==> src/hw/rtl/bsa_pkg.sv <==
package bsa_pkg;

  localparam int MAX_SLOTS_DEF = 256;
  localparam int ENTRIES_W     = 9;
  localparam int COUNT_W       = 9;
  localparam logic [ENTRIES_W-1:0] ENTRIES_RST = 9'd256;
  localparam int BIT_SEL_W     = 3;

  localparam logic [2:0] OP_FIND   = 3'd0;
  localparam logic [2:0] OP_FREE   = 3'd1;
  localparam logic [2:0] OP_CLAIM  = 3'd2;
  localparam logic [2:0] OP_STATUS = 3'd3;
  localparam logic [2:0] OP_LOAD   = 3'd4;

  localparam logic [1:0] ST_OK       = 2'd0;
  localparam logic [1:0] ST_NO_SPACE = 2'd1;
  localparam logic [1:0] ST_INVALID  = 2'd2;

  typedef struct packed {
    logic [2:0] operation;
    logic [7:0] slot_index;
    logic [4:0] map_byte_index;
    logic [7:0] map_byte_value;
  } in_word_t;

  typedef struct packed {
    logic [1:0]         status;
    logic [7:0]         found_index;
    logic               slot_is_free;
    logic [COUNT_W-1:0] free_total;
  } out_word_t;

  typedef struct packed {
    logic take;
    logic exec;
    logic scan;
    logic nospace;
  } dp_cmd_t;

  typedef struct packed {
    logic is_find;
    logic find_none;
    logic hit;
    logic last;
  } dp_stat_t;

endpackage

==> src/hw/rtl/bsa_datapath.sv <==
module bsa_datapath #(
  parameter int MAX_SLOTS = bsa_pkg::MAX_SLOTS_DEF
) (
  input  logic                           clk,
  input  logic                           rst_n,
  input  logic                           cfg_we,
  input  logic [bsa_pkg::ENTRIES_W-1:0]  cfg_data,
  input  bsa_pkg::in_word_t              in_word,
  input  bsa_pkg::dp_cmd_t               cmd,
  output bsa_pkg::dp_stat_t              stat,
  output logic                           out_strobe,
  output bsa_pkg::out_word_t             out_word
);

  localparam int MAP_BYTES = (MAX_SLOTS + 7) / 8;
  localparam int MEM_BYTES = (MAP_BYTES < 32) ? MAP_BYTES : 32;
  localparam int AW        = (MEM_BYTES > 1) ? $clog2(MEM_BYTES) : 1;
  localparam int LW        = ($clog2(MAX_SLOTS + 1) > bsa_pkg::ENTRIES_W) ?
                             $clog2(MAX_SLOTS + 1) : bsa_pkg::ENTRIES_W;

  function automatic logic [3:0] ones8(input logic [7:0] v);
    logic [3:0] n;
    n = '0;
    for (int i = 0; i < 8; i++) begin
      n = n + 4'(v[i]);
    end
    return n;
  endfunction

  bsa_pkg::in_word_t                item_r;
  logic [bsa_pkg::ENTRIES_W-1:0]    entries_r;
  logic [bsa_pkg::COUNT_W-1:0]      count_r, count_nxt;
  logic [7:0]                       map_r [MEM_BYTES];
  logic [7:0]                       rd_byte_r;
  logic [AW-1:0]                    ptr_r, ptr_nxt;
  bsa_pkg::out_word_t               res_r, res_nxt;
  logic                             strobe_r, strobe_nxt;

  logic                             wr_en;
  logic [7:0]                       wr_data;
  logic [AW-1:0]                    op_addr, rd_addr;
  logic                             bit_v, slot_ok, mbi_ok;
  logic [LW-1:0]                    ent_ext, lim, base, rem;
  logic [7:0]                       mask, hits;
  logic [bsa_pkg::BIT_SEL_W-1:0]    enc, pos;
  logic                             hit, last, is_find, find_none;

  // address and bit lookups
  always_comb begin
    pos     = item_r.slot_index[bsa_pkg::BIT_SEL_W-1:0];
    is_find = (item_r.operation == bsa_pkg::OP_FIND);
    if (item_r.operation == bsa_pkg::OP_LOAD) begin
      op_addr = item_r.map_byte_index[AW-1:0];
    end else begin
      op_addr = item_r.slot_index[AW+2:3];
    end
    bit_v   = rd_byte_r[pos];
    slot_ok = (LW'(item_r.slot_index) < LW'(MAX_SLOTS));
    mbi_ok  = (LW'(item_r.map_byte_index) < LW'(MAP_BYTES));
  end

  // find scan, one map byte per cycle
  always_comb begin
    ent_ext = LW'(entries_r);
    lim     = (ent_ext < LW'(MAX_SLOTS)) ? ent_ext : LW'(MAX_SLOTS);
    base    = LW'({ptr_r, 3'b000});
    rem     = lim - base;
    if (rem >= LW'(8)) begin
      mask = 8'hFF;
    end else begin
      mask = 8'((9'd1 << rem[2:0]) - 9'd1);
    end
    hits = rd_byte_r & mask;
    hit  = |hits;
    enc  = '0;
    for (int i = 7; i >= 0; i--) begin
      if (hits[i]) begin
        enc = bsa_pkg::BIT_SEL_W'(i);
      end
    end
    last      = (rem <= LW'(8)) || (ptr_r == AW'(MEM_BYTES - 1));
    find_none = (count_r == '0) || (lim == '0);
  end

  assign stat.is_find   = is_find;
  assign stat.find_none = find_none;
  assign stat.hit       = hit;
  assign stat.last      = last;

  always_comb begin
    count_nxt  = count_r;
    ptr_nxt    = ptr_r;
    res_nxt    = res_r;
    strobe_nxt = 1'b0;
    wr_en      = 1'b0;
    wr_data    = rd_byte_r;
    if (cmd.take) begin
      ptr_nxt = '0;
    end
    if (cmd.nospace) begin
      res_nxt.status       = bsa_pkg::ST_NO_SPACE;
      res_nxt.found_index  = '0;
      res_nxt.slot_is_free = 1'b0;
      res_nxt.free_total   = count_r;
      strobe_nxt           = 1'b1;
    end
    if (cmd.scan) begin
      res_nxt.slot_is_free = 1'b0;
      res_nxt.free_total   = count_r;
      if (hit) begin
        res_nxt.status      = bsa_pkg::ST_OK;
        res_nxt.found_index = 8'({ptr_r, enc});
        strobe_nxt          = 1'b1;
      end else if (last) begin
        res_nxt.status      = bsa_pkg::ST_NO_SPACE;
        res_nxt.found_index = '0;
        strobe_nxt          = 1'b1;
      end else begin
        ptr_nxt = ptr_r + AW'(1);
      end
    end
    if (cmd.exec) begin
      res_nxt.status       = bsa_pkg::ST_OK;
      res_nxt.found_index  = '0;
      res_nxt.slot_is_free = 1'b0;
      case (item_r.operation)
        bsa_pkg::OP_FREE: begin
          if (!slot_ok || bit_v) begin
            res_nxt.status = bsa_pkg::ST_INVALID;
          end else begin
            wr_en     = 1'b1;
            wr_data   = rd_byte_r | (8'd1 << pos);
            count_nxt = count_r + 9'd1;
          end
        end
        bsa_pkg::OP_CLAIM: begin
          if (!slot_ok || !bit_v) begin
            res_nxt.status = bsa_pkg::ST_INVALID;
          end else begin
            wr_en     = 1'b1;
            wr_data   = rd_byte_r & ~(8'd1 << pos);
            count_nxt = count_r - 9'd1;
          end
        end
        bsa_pkg::OP_STATUS: begin
          if (!slot_ok) begin
            res_nxt.status = bsa_pkg::ST_INVALID;
          end else begin
            res_nxt.slot_is_free = bit_v;
          end
        end
        bsa_pkg::OP_LOAD: begin
          if (!mbi_ok) begin
            res_nxt.status = bsa_pkg::ST_INVALID;
          end else begin
            wr_en     = 1'b1;
            wr_data   = item_r.map_byte_value;
            count_nxt = count_r - 9'(ones8(rd_byte_r)) + 9'(ones8(item_r.map_byte_value));
          end
        end
        default: begin
          res_nxt.status = bsa_pkg::ST_INVALID;
        end
      endcase
      res_nxt.free_total = count_nxt;
      strobe_nxt         = 1'b1;
    end
  end

  // map byte wanted in the next cycle
  always_comb begin
    if (cmd.take) begin
      if (in_word.operation == bsa_pkg::OP_LOAD) begin
        rd_addr = in_word.map_byte_index[AW-1:0];
      end else begin
        rd_addr = in_word.slot_index[AW+2:3];
      end
    end else begin
      rd_addr = ptr_nxt;
    end
  end

  always_ff @(posedge clk) begin
    if (!rst_n) begin
      for (int i = 0; i < MEM_BYTES; i++) begin
        map_r[i] <= '0;
      end
    end else if (wr_en) begin
      map_r[op_addr] <= wr_data;
    end
  end

  always_ff @(posedge clk) begin
    if (!rst_n) begin
      entries_r <= bsa_pkg::ENTRIES_RST;
      count_r   <= '0;
      ptr_r     <= '0;
      strobe_r  <= 1'b0;
    end else begin
      if (cfg_we) begin
        entries_r <= cfg_data;
      end
      count_r  <= count_nxt;
      ptr_r    <= ptr_nxt;
      strobe_r <= strobe_nxt;
    end
  end

  always_ff @(posedge clk) begin
    if (cmd.take) begin
      item_r <= in_word;
    end
    rd_byte_r <= map_r[rd_addr];
    res_r     <= res_nxt;
  end

  assign out_strobe = strobe_r;
  assign out_word   = res_r;

endmodule

==> src/hw/rtl/bsa_ctrl.sv <==
module bsa_ctrl (
  input  logic              clk,
  input  logic              rst_n,
  input  logic              start,
  input  bsa_pkg::dp_stat_t stat,
  output logic              busy,
  output bsa_pkg::dp_cmd_t  cmd
);

  typedef enum logic [2:0] {
    S_IDLE = 3'b001,
    S_EXEC = 3'b010,
    S_SCAN = 3'b100
  } state_t;

  state_t state_r, state_nxt;

  always_comb begin
    state_nxt   = state_r;
    cmd.take    = 1'b0;
    cmd.exec    = 1'b0;
    cmd.scan    = 1'b0;
    cmd.nospace = 1'b0;
    case (state_r)
      S_IDLE: begin
        if (start) begin
          cmd.take  = 1'b1;
          state_nxt = S_EXEC;
        end
      end
      S_EXEC: begin
        if (!stat.is_find) begin
          cmd.exec  = 1'b1;
          state_nxt = S_IDLE;
        end else if (stat.find_none) begin
          cmd.nospace = 1'b1;
          state_nxt   = S_IDLE;
        end else begin
          state_nxt = S_SCAN;
        end
      end
      S_SCAN: begin
        cmd.scan = 1'b1;
        if (stat.hit || stat.last) begin
          state_nxt = S_IDLE;
        end
      end
      default: begin
        state_nxt = S_IDLE;
      end
    endcase
  end

  always_ff @(posedge clk) begin
    if (!rst_n) begin
      state_r <= S_IDLE;
    end else begin
      state_r <= state_nxt;
    end
  end

  assign busy = (state_r != S_IDLE);

endmodule

==> src/hw/rtl/bitmap_slot_allocator_top.sv <==
// bitmap slot allocator: free map of slots, one bit per slot, 1 = free
// input channel: a word on in_word is taken at a clock edge with start high
//   and busy low; busy stays high while the word is worked on
// result channel: one word per input word, on out_word for one cycle with
//   out_strobe high; the receiver has no way to hold it off
// config channel: cfg_data sets the find range, written when cfg_valid and
//   cfg_ready are high; cfg_ready is always high, write only while idle
// free, claim, status and load run in the execute state, and the
//   result strobe comes in the cycle after it, when busy is already low, so a
//   new word can be taken in the same cycle as that strobe
// find runs the execute state and then scans one map byte per cycle through
//   a priority encoder, up to min(ceil(range/8), 32) bytes
// reset: map and free count clear (every slot used), the find range goes to
//   256, busy and out_strobe go low
module bitmap_slot_allocator_top #(
  parameter int MAX_SLOTS = bsa_pkg::MAX_SLOTS_DEF
) (
  input  logic                          clk,
  input  logic                          rst_n,
  input  logic                          start,
  output logic                          busy,
  input  bsa_pkg::in_word_t             in_word,
  output logic                          out_strobe,
  output bsa_pkg::out_word_t            out_word,
  input  logic                          cfg_valid,
  output logic                          cfg_ready,
  input  logic [bsa_pkg::ENTRIES_W-1:0] cfg_data
);

  bsa_pkg::dp_cmd_t  cmd;
  bsa_pkg::dp_stat_t stat;

  assign cfg_ready = 1'b1;

  bsa_ctrl u_ctrl (
    .clk   (clk),
    .rst_n (rst_n),
    .start (start),
    .stat  (stat),
    .busy  (busy),
    .cmd   (cmd)
  );

  bsa_datapath #(
    .MAX_SLOTS (MAX_SLOTS)
  ) u_datapath (
    .clk        (clk),
    .rst_n      (rst_n),
    .cfg_we     (cfg_valid && cfg_ready),
    .cfg_data   (cfg_data),
    .in_word    (in_word),
    .cmd        (cmd),
    .stat       (stat),
    .out_strobe (out_strobe),
    .out_word   (out_word)
  );

`ifndef SYNTH
  a_accept_busy: assert property (@(posedge clk) disable iff (!rst_n)
    (start && !busy) |=> busy)
    else $error("busy not raised after accept");

  a_strobe_end: assert property (@(posedge clk) disable iff (!rst_n)
    out_strobe |-> $fell(busy))
    else $error("result strobe without end of work");

  a_end_strobe: assert property (@(posedge clk) disable iff (!rst_n)
    $fell(busy) |-> out_strobe)
    else $error("work ended without result");

  a_found_ok: assert property (@(posedge clk) disable iff (!rst_n)
    (out_strobe && (out_word.status != bsa_pkg::ST_OK)) |-> (out_word.found_index == 8'd0))
    else $error("found index on failed operation");

  a_count_cap: assert property (@(posedge clk) disable iff (!rst_n)
    out_strobe |-> (out_word.free_total <=
      9'(8 * ((((MAX_SLOTS + 7) / 8) < 32) ? ((MAX_SLOTS + 7) / 8) : 32))))
    else $error("free count above map size");
`endif

endmodule

==> config.mk <==
export PLATFORM = sky130hd
export DESIGN_NAME = bitmap_slot_allocator_top
export DESIGN_NICKNAME = d
export VERILOG_FILES = /design/src/hw/rtl/bsa_pkg.sv /design/src/hw/rtl/bsa_datapath.sv /design/src/hw/rtl/bsa_ctrl.sv /design/src/hw/rtl/bitmap_slot_allocator_top.sv
export SDC_FILE = /design/constraint.sdc
export NUM_CORES = 1
export LEC_CHECK = 0
export BUFFER_PORTS_ARGS = -buffer_cell sky130_fd_sc_hd__clkbuf_2
export CAP_MARGIN = 20
export CORE_MARGIN = 2
export CORE_UTILIZATION = 67
export DETAILED_ROUTE_END_ITERATION = 8
export PLACE_DENSITY_LB_ADDON = 0.1
export SLEW_MARGIN = 30
export SYNTH_ARGS = -nofsm -noshare
export SYNTH_HDL_FRONTEND = slang
export SYNTH_SLANG_ARGS = --single-unit
==> constraint.sdc <==
create_clock -name clk -period 7.95 [get_ports clk]
set_input_delay 0.795 -clock clk [delete_from_list [all_inputs] [get_ports clk]]
set_output_delay 0.795 -clock clk [all_outputs]
set_load 0.1 [all_outputs]
==> results by group, run 1 <==
Power and ir drop
  • Leak: 0.00708 uW
  • Power Density: 263 mW/mm2
  • Total Power: 4970 uW
  • Max rail drop VDD: 0.000218 V

Drt
  • DRT antenna net count: 0
  • Number of detailed-route iterations in the first pass: 7
  • Post-route DRC: 0
  • DR vias: 13.6k
  • Final WL: 46800 um
  • Routed vias/inst: 6.66
  • DRT iter0 DRCs: 2136
  • WL/cell: 23.0 um

Place
  • Placed standard-cell area: 0.0178 mm2
  • Final estimated routing congestion in global placement: 0.915
  • Final HPWL DP: 31000 um
  • PortBufs: 58

Logic synthesis
  • Cell area after synthesis: 0.0173 mm2
  • Async S/R FF share, synth: 0%
  • Synthesized flop and latch total: 335
  • Synth area leader: edfxtp_1
  • Post-synth EDFFs: 290
  • YS warnings: 0
  • Mapped Nets: 1740
  • Sequential-to-total area share from yosys stat: 55.5%
  • Cell variety after synth: 85
  • Synth top area share: 50.3%
  • Avg Inst Size Synth: 10.4 um2
  • Post-synthesis cell count: 1658
  • Ranking of synthesized cells by area: edfxtp_1 (50%), nor2_1 (7.0%), dfxtp_1 (5.2%)
  • Synth top cells by count: nor2_1 (321), edfxtp_1 (290), nand2_1 (184)
  • Count leader, synth: nor2_1
  • Top_reg_cell synth: edfxtp_1

Critical path
  • CP max-delay cell: fa_1
  • CP Max Fanout: 6
  • Critical Path RT: 8220 ps
  • Startpoint types: register
  • Slowest stage delay, CP: 550 ps
  • WP depth: 21
  • Worst path buffer plus inverter count: 4
  • CP delay by family, top: adder cells
  • Most used cell, CP: fa_1
  • Critical path cell sequence: ha_1, inv_1, fa_1, fa_1, fa_1, fa_1, inv_1, fa_1, inv_1, fa_1, a21o_1, a21oi_1, inv_1, a21oi_1, o21bai_1, xnor2_1, a221oi_1, a21oi_1, nor2_1, a211oi_1, a21o_1
  • CP Capture Type: register
  • FF-to-FF path depth: 21
  • Worst path arrival time: 6080 ps
  • Setup CP Type: register to register

Final layout
  • Util after Layout: 74.9%
  • Synth-to-layout area growth: 9.20%
  • Design Area, Final: 0.0189 mm2
  • # nets final: 1761
  • Layout cells sized above 1: 10.8%

STA
  • Worst-Margin Slew: 967 ps
  • Setup Skew: 19.6 ps
  • Slew Limit Headroom: 35.6%
  • Max frequency: 172 MHz
  • Slew Limit Fails: 0
  • Fin crit share: 73.0%
  • Final Hold Viols: 0
  • RSZ-0062 raised after global routing: no
  • Final setup violation count: 0
  • Fin crit period: 5800 ps
  • Hold Slack: 441 ps
  • Final TNS setup: 0 ps

Floorplanning
  • Initial core utilization: 68.6%
  • Core area: 0.0253 mm2
  • Die Ht: 165 um
  • Die X: 165 um
  • # IOs: 60
  • Row cnt: 58
  • Die area: 0.0271 mm2

Clocking
  • Post_cts resized: 0
  • Clock root buffer: clkbuf_16
  • Cts hold-fix bufs: 0
  • Clock transition at path regs: 60 ps
  • Clk_lat worst skew: 540 ps
  • # H-tree levels: 2
  • CTS tree: built
  • Clock sinks: 335
  • Post-CTS Setup Bufs: 0
  • Clk buf depth: 3
  • Inserted Clock Buffers: 36

Hold path
  • Hold Crit Depth: 1
  • HP Class: input pin to register

GRT
  • Initial antenna violation count: 0
  • Total track usage: 34.8%
  • GRT overflow: 0
  • Vias in the first global route: 12.7k
  • Largest net degree at the start of global routing: 58
  • First-pass GRT wire length: 71400 um

Status
  • Status: completed

Job
  • Max cap viols: 0
state kept, by name (all words and copies together), names as in the netlist:
| register | cells |
|---|---|
| u_ctrl.state_r | 3 |
| u_datapath.rd_byte_r | 8 |
| u_datapath.ent_ext | 9 |
| u_datapath.out_strobe | 1 |
| u_datapath.ptr_r | 5 |
| u_datapath.out_word | 20 |
| u_datapath.count_r | 9 |
| u_datapath.item_r | 24 |
| u_datapath.map_r | 256 |
metrics by stage:
step / setup WS (ps) / instances
after detailed placement: 2190 / 1971
after global placement: 2300 / 1971
after CTS: 2160 / 2036
after global routing: 1900 / 2036
final: 2150 / 2037
after floorplan: 2620 / 1658
final timing paths:
| check | start | endpoint | slack [ps] |
|---|---|---|---|
| setup / recovery | u_datapath.rd_byte_r[1] | u_datapath.out_word[6] | 2150 |
| hold reg to reg | u_datapath.out_word[19] | u_datapath.out_word[19] | 500 |
| setup reg to reg | u_datapath.rd_byte_r[1] | u_datapath.out_word[6] | 2150 |
| hold / removal | in_word[2] | u_datapath.item_r[2] | 440 |
power breakdown:
group | leakage, uW | internal, uW | switching (uW) | total (uW)
logic | 0.00321 | 479 | 851 | 1330
clock network | 0.000542 | 898 | 697 | 1590
registers | 0.00333 | 1980 | 64.4 | 2040
cells by family (layout without fill, tap and decap cells):
kind of cell	Yosys count	in the layout	share of synthesized area [%]
AO/OA/AOI/OAI	362	362	14.5
XOR/XNOR	19	19	0.961
buffers and inverters	156	204	3.90
multiplexers	58	58	3.58
AND/OR/NAND/NOR	682	682	17.7
flip-flops	335	335	55.5
other	1	2	0.0217
adder cells (fa/ha/maj)	45	45	3.82
cell type report:
| class | instances | area [um2] |
|---|---|---|
| clock buffer | 49 | 970 |
| clock inverter | 16 | 133 |
| multi-input combinational | 1167 | 7100 |
| timing repair buffer | 79 | 460 |
| inverter | 60 | 225 |
| sequential | 335 | 9610 |
| antenna | 1 | 2.50 |
| tap | 330 | 413 |
| fill | 1747 | 6350 |
routing by layer:
metal	track usage, %	share of wire (%)	up-vias
met3	6.33	11	160
li1	-	-	6055
met1	48.3	39	6454
met4	15.4	4.4	0
met5	0	0	-
met2	54.1	46	904
cell usage in the layout (no fill, tap or decap), drive strengths merged, types with 27 or more instances in the layout:
master / netlist / final
a21oi: 91 / 91
clkbuf: 66 / 107
dfxtp: 45 / 45
edfxtp: 290 / 290
ha: 32 / 32
inv: 59 / 62
mux2i: 45 / 45
nand2: 187 / 187
nand3: 35 / 35
nor2: 323 / 323
nor2b: 27 / 27
nor3: 29 / 29
o21ai: 63 / 63
Power figures use the tool's default switching activity.
==> inputs of run 2 (changes only) <==
CORE_UTILIZATION = 57   (was 67)
clock period = 4.94 ns   (was 7.95 ns; I/O delays follow)
==> run 2 against run 1 <==
The flow now finishes with violations (negative setup slack). Maximum frequency grew 7.5%. Combinational power grew 100%. Clock-buffer cell count shrank 1. Clock power grew 74%. Critical path depth shrank 1. Highest routed layer unchanged. Final area grew 3.5%. Global-route usage shrank 3.9 points. Utilization shrank 9.2 points. Die area grew 17%.
==> results by group, run 2 (synthesis gave the netlist of run 1 again) <==
Status
  • Status: finished with violations
  • Failing checks: negative setup slack

Power and ir drop
  • Leak: 0.00740 uW (+4.5%)
  • Psw: 2830 uW (+76%)
  • Switching portion of total power: 32.4% (-0.052 points)
  • Max rail drop VDD: 0.000476 V (+120%)
  • Power share of the clock group: 31.6% (-0.5 points)
  • Internal Power: 5900 uW (+76%)
  • Power Density: 446 mW/mm2 (+70%)
  • Gate power share: 31.2% (+4.4 points)
  • Sequential cell fraction of total power: 37.3% (-3.8 points)

STA
  • RSZ-0062 raised after global routing: yes
  • Worst-Margin Slew: 993 ps (+26.2 ps)
  • Fin crit share: 109% (+36 points)
  • Worst Setup Slack, final: -456 ps (-2600 ps)
  • Fin crit period: 5400 ps (-406 ps)
  • Setup Skew: 21.5 ps (+1.89 ps)
  • Slew Limit Fails: 0 (unchanged)
  • Max frequency: 185 MHz (+7.5%)
  • Final setup violation count: 7 (+7)
  • Slew Limit Headroom: 33.7% (-1.9 points)
  • Final Hold Viols: 0 (unchanged)

Job
  • Max cap viols: 0 (unchanged)

Critical path
  • Setup CP Type: register to register
  • CP endpoint: u_datapath.out_word[6]
  • R2r setup slk: -460 ps (-2600 ps)
  • CP Max Fanout: 2 (-4)
  • FF-to-FF path depth: 20 (-4.8%)
  • Origin of the worst setup path: u_datapath.item_r[0]
  • Worst path arrival time: 5680 ps (-400 ps)
  • Reg2reg end: u_datapath.out_word[6]
  • Critical Path RT: 5230 ps (-2990 ps)
  • CP Capture Type: register
  • Worst reg2reg startpoint: u_datapath.item_r[0]
  • Startpoint types: register

Final layout
  • Synth-to-layout area growth: 13.0%
  • Non-Filler Instances: 2154 (+5.7%)
  • Layout cells sized above 1: 14.5% (+3.7 points)
  • Util after Layout: 65.7% (-9.2 points)
  • Largest regs: u_datapath.map_r x256, u_datapath.item_r x24, u_datapath.out_word x20
  • Reg with most FFs: u_datapath.map_r
  • Largest register FFs: 256 (unchanged)
  • Commonest non-fill, non-tap cell in the layout: nor2_1
  • # nets final: 1816 (+3.1%)
  • ANT cells: 0 (-1)
  • Most frequent cells in the layout: nor2_1 (321), edfxtp_1 (290), nand2_1 (184)

Floorplanning
  • # IOs: 60 (unchanged)
  • Core area: 0.0298 mm2 (+18%)
  • Die area: 0.0318 mm2 (+17%)
  • Die Ht: 178 um (+8.2%)
  • Die X: 178 um (+8.2%)
  • Initial core utilization: 58.1% (-10 points)
  • Row cnt: 63 (+8.6%)

Place
  • Worst setup slack after placement: -357 ps (-2540 ps)
  • PortBufs: 58 (unchanged)
  • Final HPWL DP: 32800 um (+5.6%)
  • Placed Cells: 2079 (+5.5%)
  • Final estimated routing congestion in global placement: 0.920 (+0.58%)

Clocking
  • Clk_lat worst skew: 550 ps (about the same)
  • CTS tree: built
  • # H-tree levels: 2 (unchanged)
  • Cts hold-fix bufs: 0 (unchanged)
  • Clock transition at path regs: 60 ps (about the same)
  • Clock root buffer: clkbuf_16
  • Clk buf depth: 3 (unchanged)
  • Clock sinks: 335 (unchanged)
  • Inserted Clock Buffers: 38 (+5.6%)

Drt
  • DRT iter0 DRCs: 1516 (-29%)
  • WL/cell: 22.5 um (-1.9%)
  • Number of detailed-route iterations in the first pass: 6 (-1)
  • Post-route DRC: 0 (unchanged)
  • DR vias: 13.8k (+1.6%)
  • Final WL: 48500 um (+3.7%)
  • DRT antenna net count: 0 (unchanged)
  • Routed vias/inst: 6.40 (-3.9%)

GRT
  • Total track usage: 30.9% (-3.9 points)
  • Largest net degree at the start of global routing: 57 (-1.7%)
  • Initial antenna violation count: 0 (unchanged)
  • First-pass GRT wire length: 74100 um (+3.9%)
  • GRT overflow: 0 (unchanged)
  • Vias in the first global route: 13.1k (+3.7%)

Hold path
  • HP Class: input pin to register
## run 2: cell count changes in the layout (fill, tap and decap cells not counted), sizes merged
cell / change
diode: -1
inv: +2
clkinv: +2
buf: +53
clkbuf: -1
clkinvlp: +2
## run 2: worst min path at each step
stage / startpoint / end / slack (ps) / cells after the start
6_report: in_word[7] / u_datapath.item_r[7] / 120 / 1
5_1_grt: in_word[5] / u_datapath.item_r[5] / 120 / 1
4_1_cts: in_word[7] / u_datapath.item_r[7] / 120 / 1
2_1_floorplan: u_ctrl.state_r[2] / u_datapath.out_word[12] / 470 / 1
3_3_place_gp: u_ctrl.state_r[2] / u_datapath.out_word[12] / 490 / 1
3_5_place_dp: u_datapath.out_word[15] / u_datapath.out_word[15] / 490 / 2
## run 2: per-layer routing
layer	GRT usage, %	routed length (um)	up-vias
met5	0	0	-
met4	14.8	2330	0
met3	4.11	4100	141
met2	49.2	22400	722
met1	42.1	19700	6735
li1	-	-	6192
## run 2: metrics by stage
step | instance area [um2] | TNS, ps | power [uW] | hold slack (ps)
final | 19600 | -1330 | 8730 | 120
after global routing | 19600 | -2990 | 9070 | 120
after CTS | 19500 | -1080 | 8660 | 122
after detailed placement | 18300 | -1320 | 5830 | 494
after global placement | 18300 | -733 | 5800 | 492
after floorplan | 17300 | -94.7 | 4920 | 474
## run 2: cell type report
class / instances / area (um2)
inverters: 60 / 225
flip-flops and latches: 335 / 9610
repair buffers: 132 / 883
multi-input cells: 1167 / 7140
clock inverters: 22 / 161
fillers: 2334 / 10200
clock buffers: 48 / 1050
well taps: 390 / 488
## run 2: worst max-delay path: stages (launching register included)
cell	delay, ps
edfxtp_1	390
ha_1	310
inv_2	40
fa_1	500
fa_1	440
fa_2	370
fa_1	480
fa_1	560
inv_2	50
fa_2	330
a21o_1	190
a21oi_2	170
inv_1	70
a21oi_2	110
o21bai_1	120
xnor2_1	160
a221oi_2	340
a21oi_1	110
nor2_1	150
a211oi_2	70
a21o_1	180
## run 2: power by group through the flow
stage	Clock (uW)	Combinational [uW]	Sequential [uW]
after detailed placement	0	2530	3310
after global placement	0	2490	3310
after global routing	2860	2950	3260
final	2760	2720	3250
after floorplan	0	1590	3330
after CTS	2760	2650	3250
## run 2: repair_timing
item                       CTS  global route
buffers inserted             3             4
setup endpoints to repair   10            14
gates resized for setup      6             5
pin swaps                   15             6
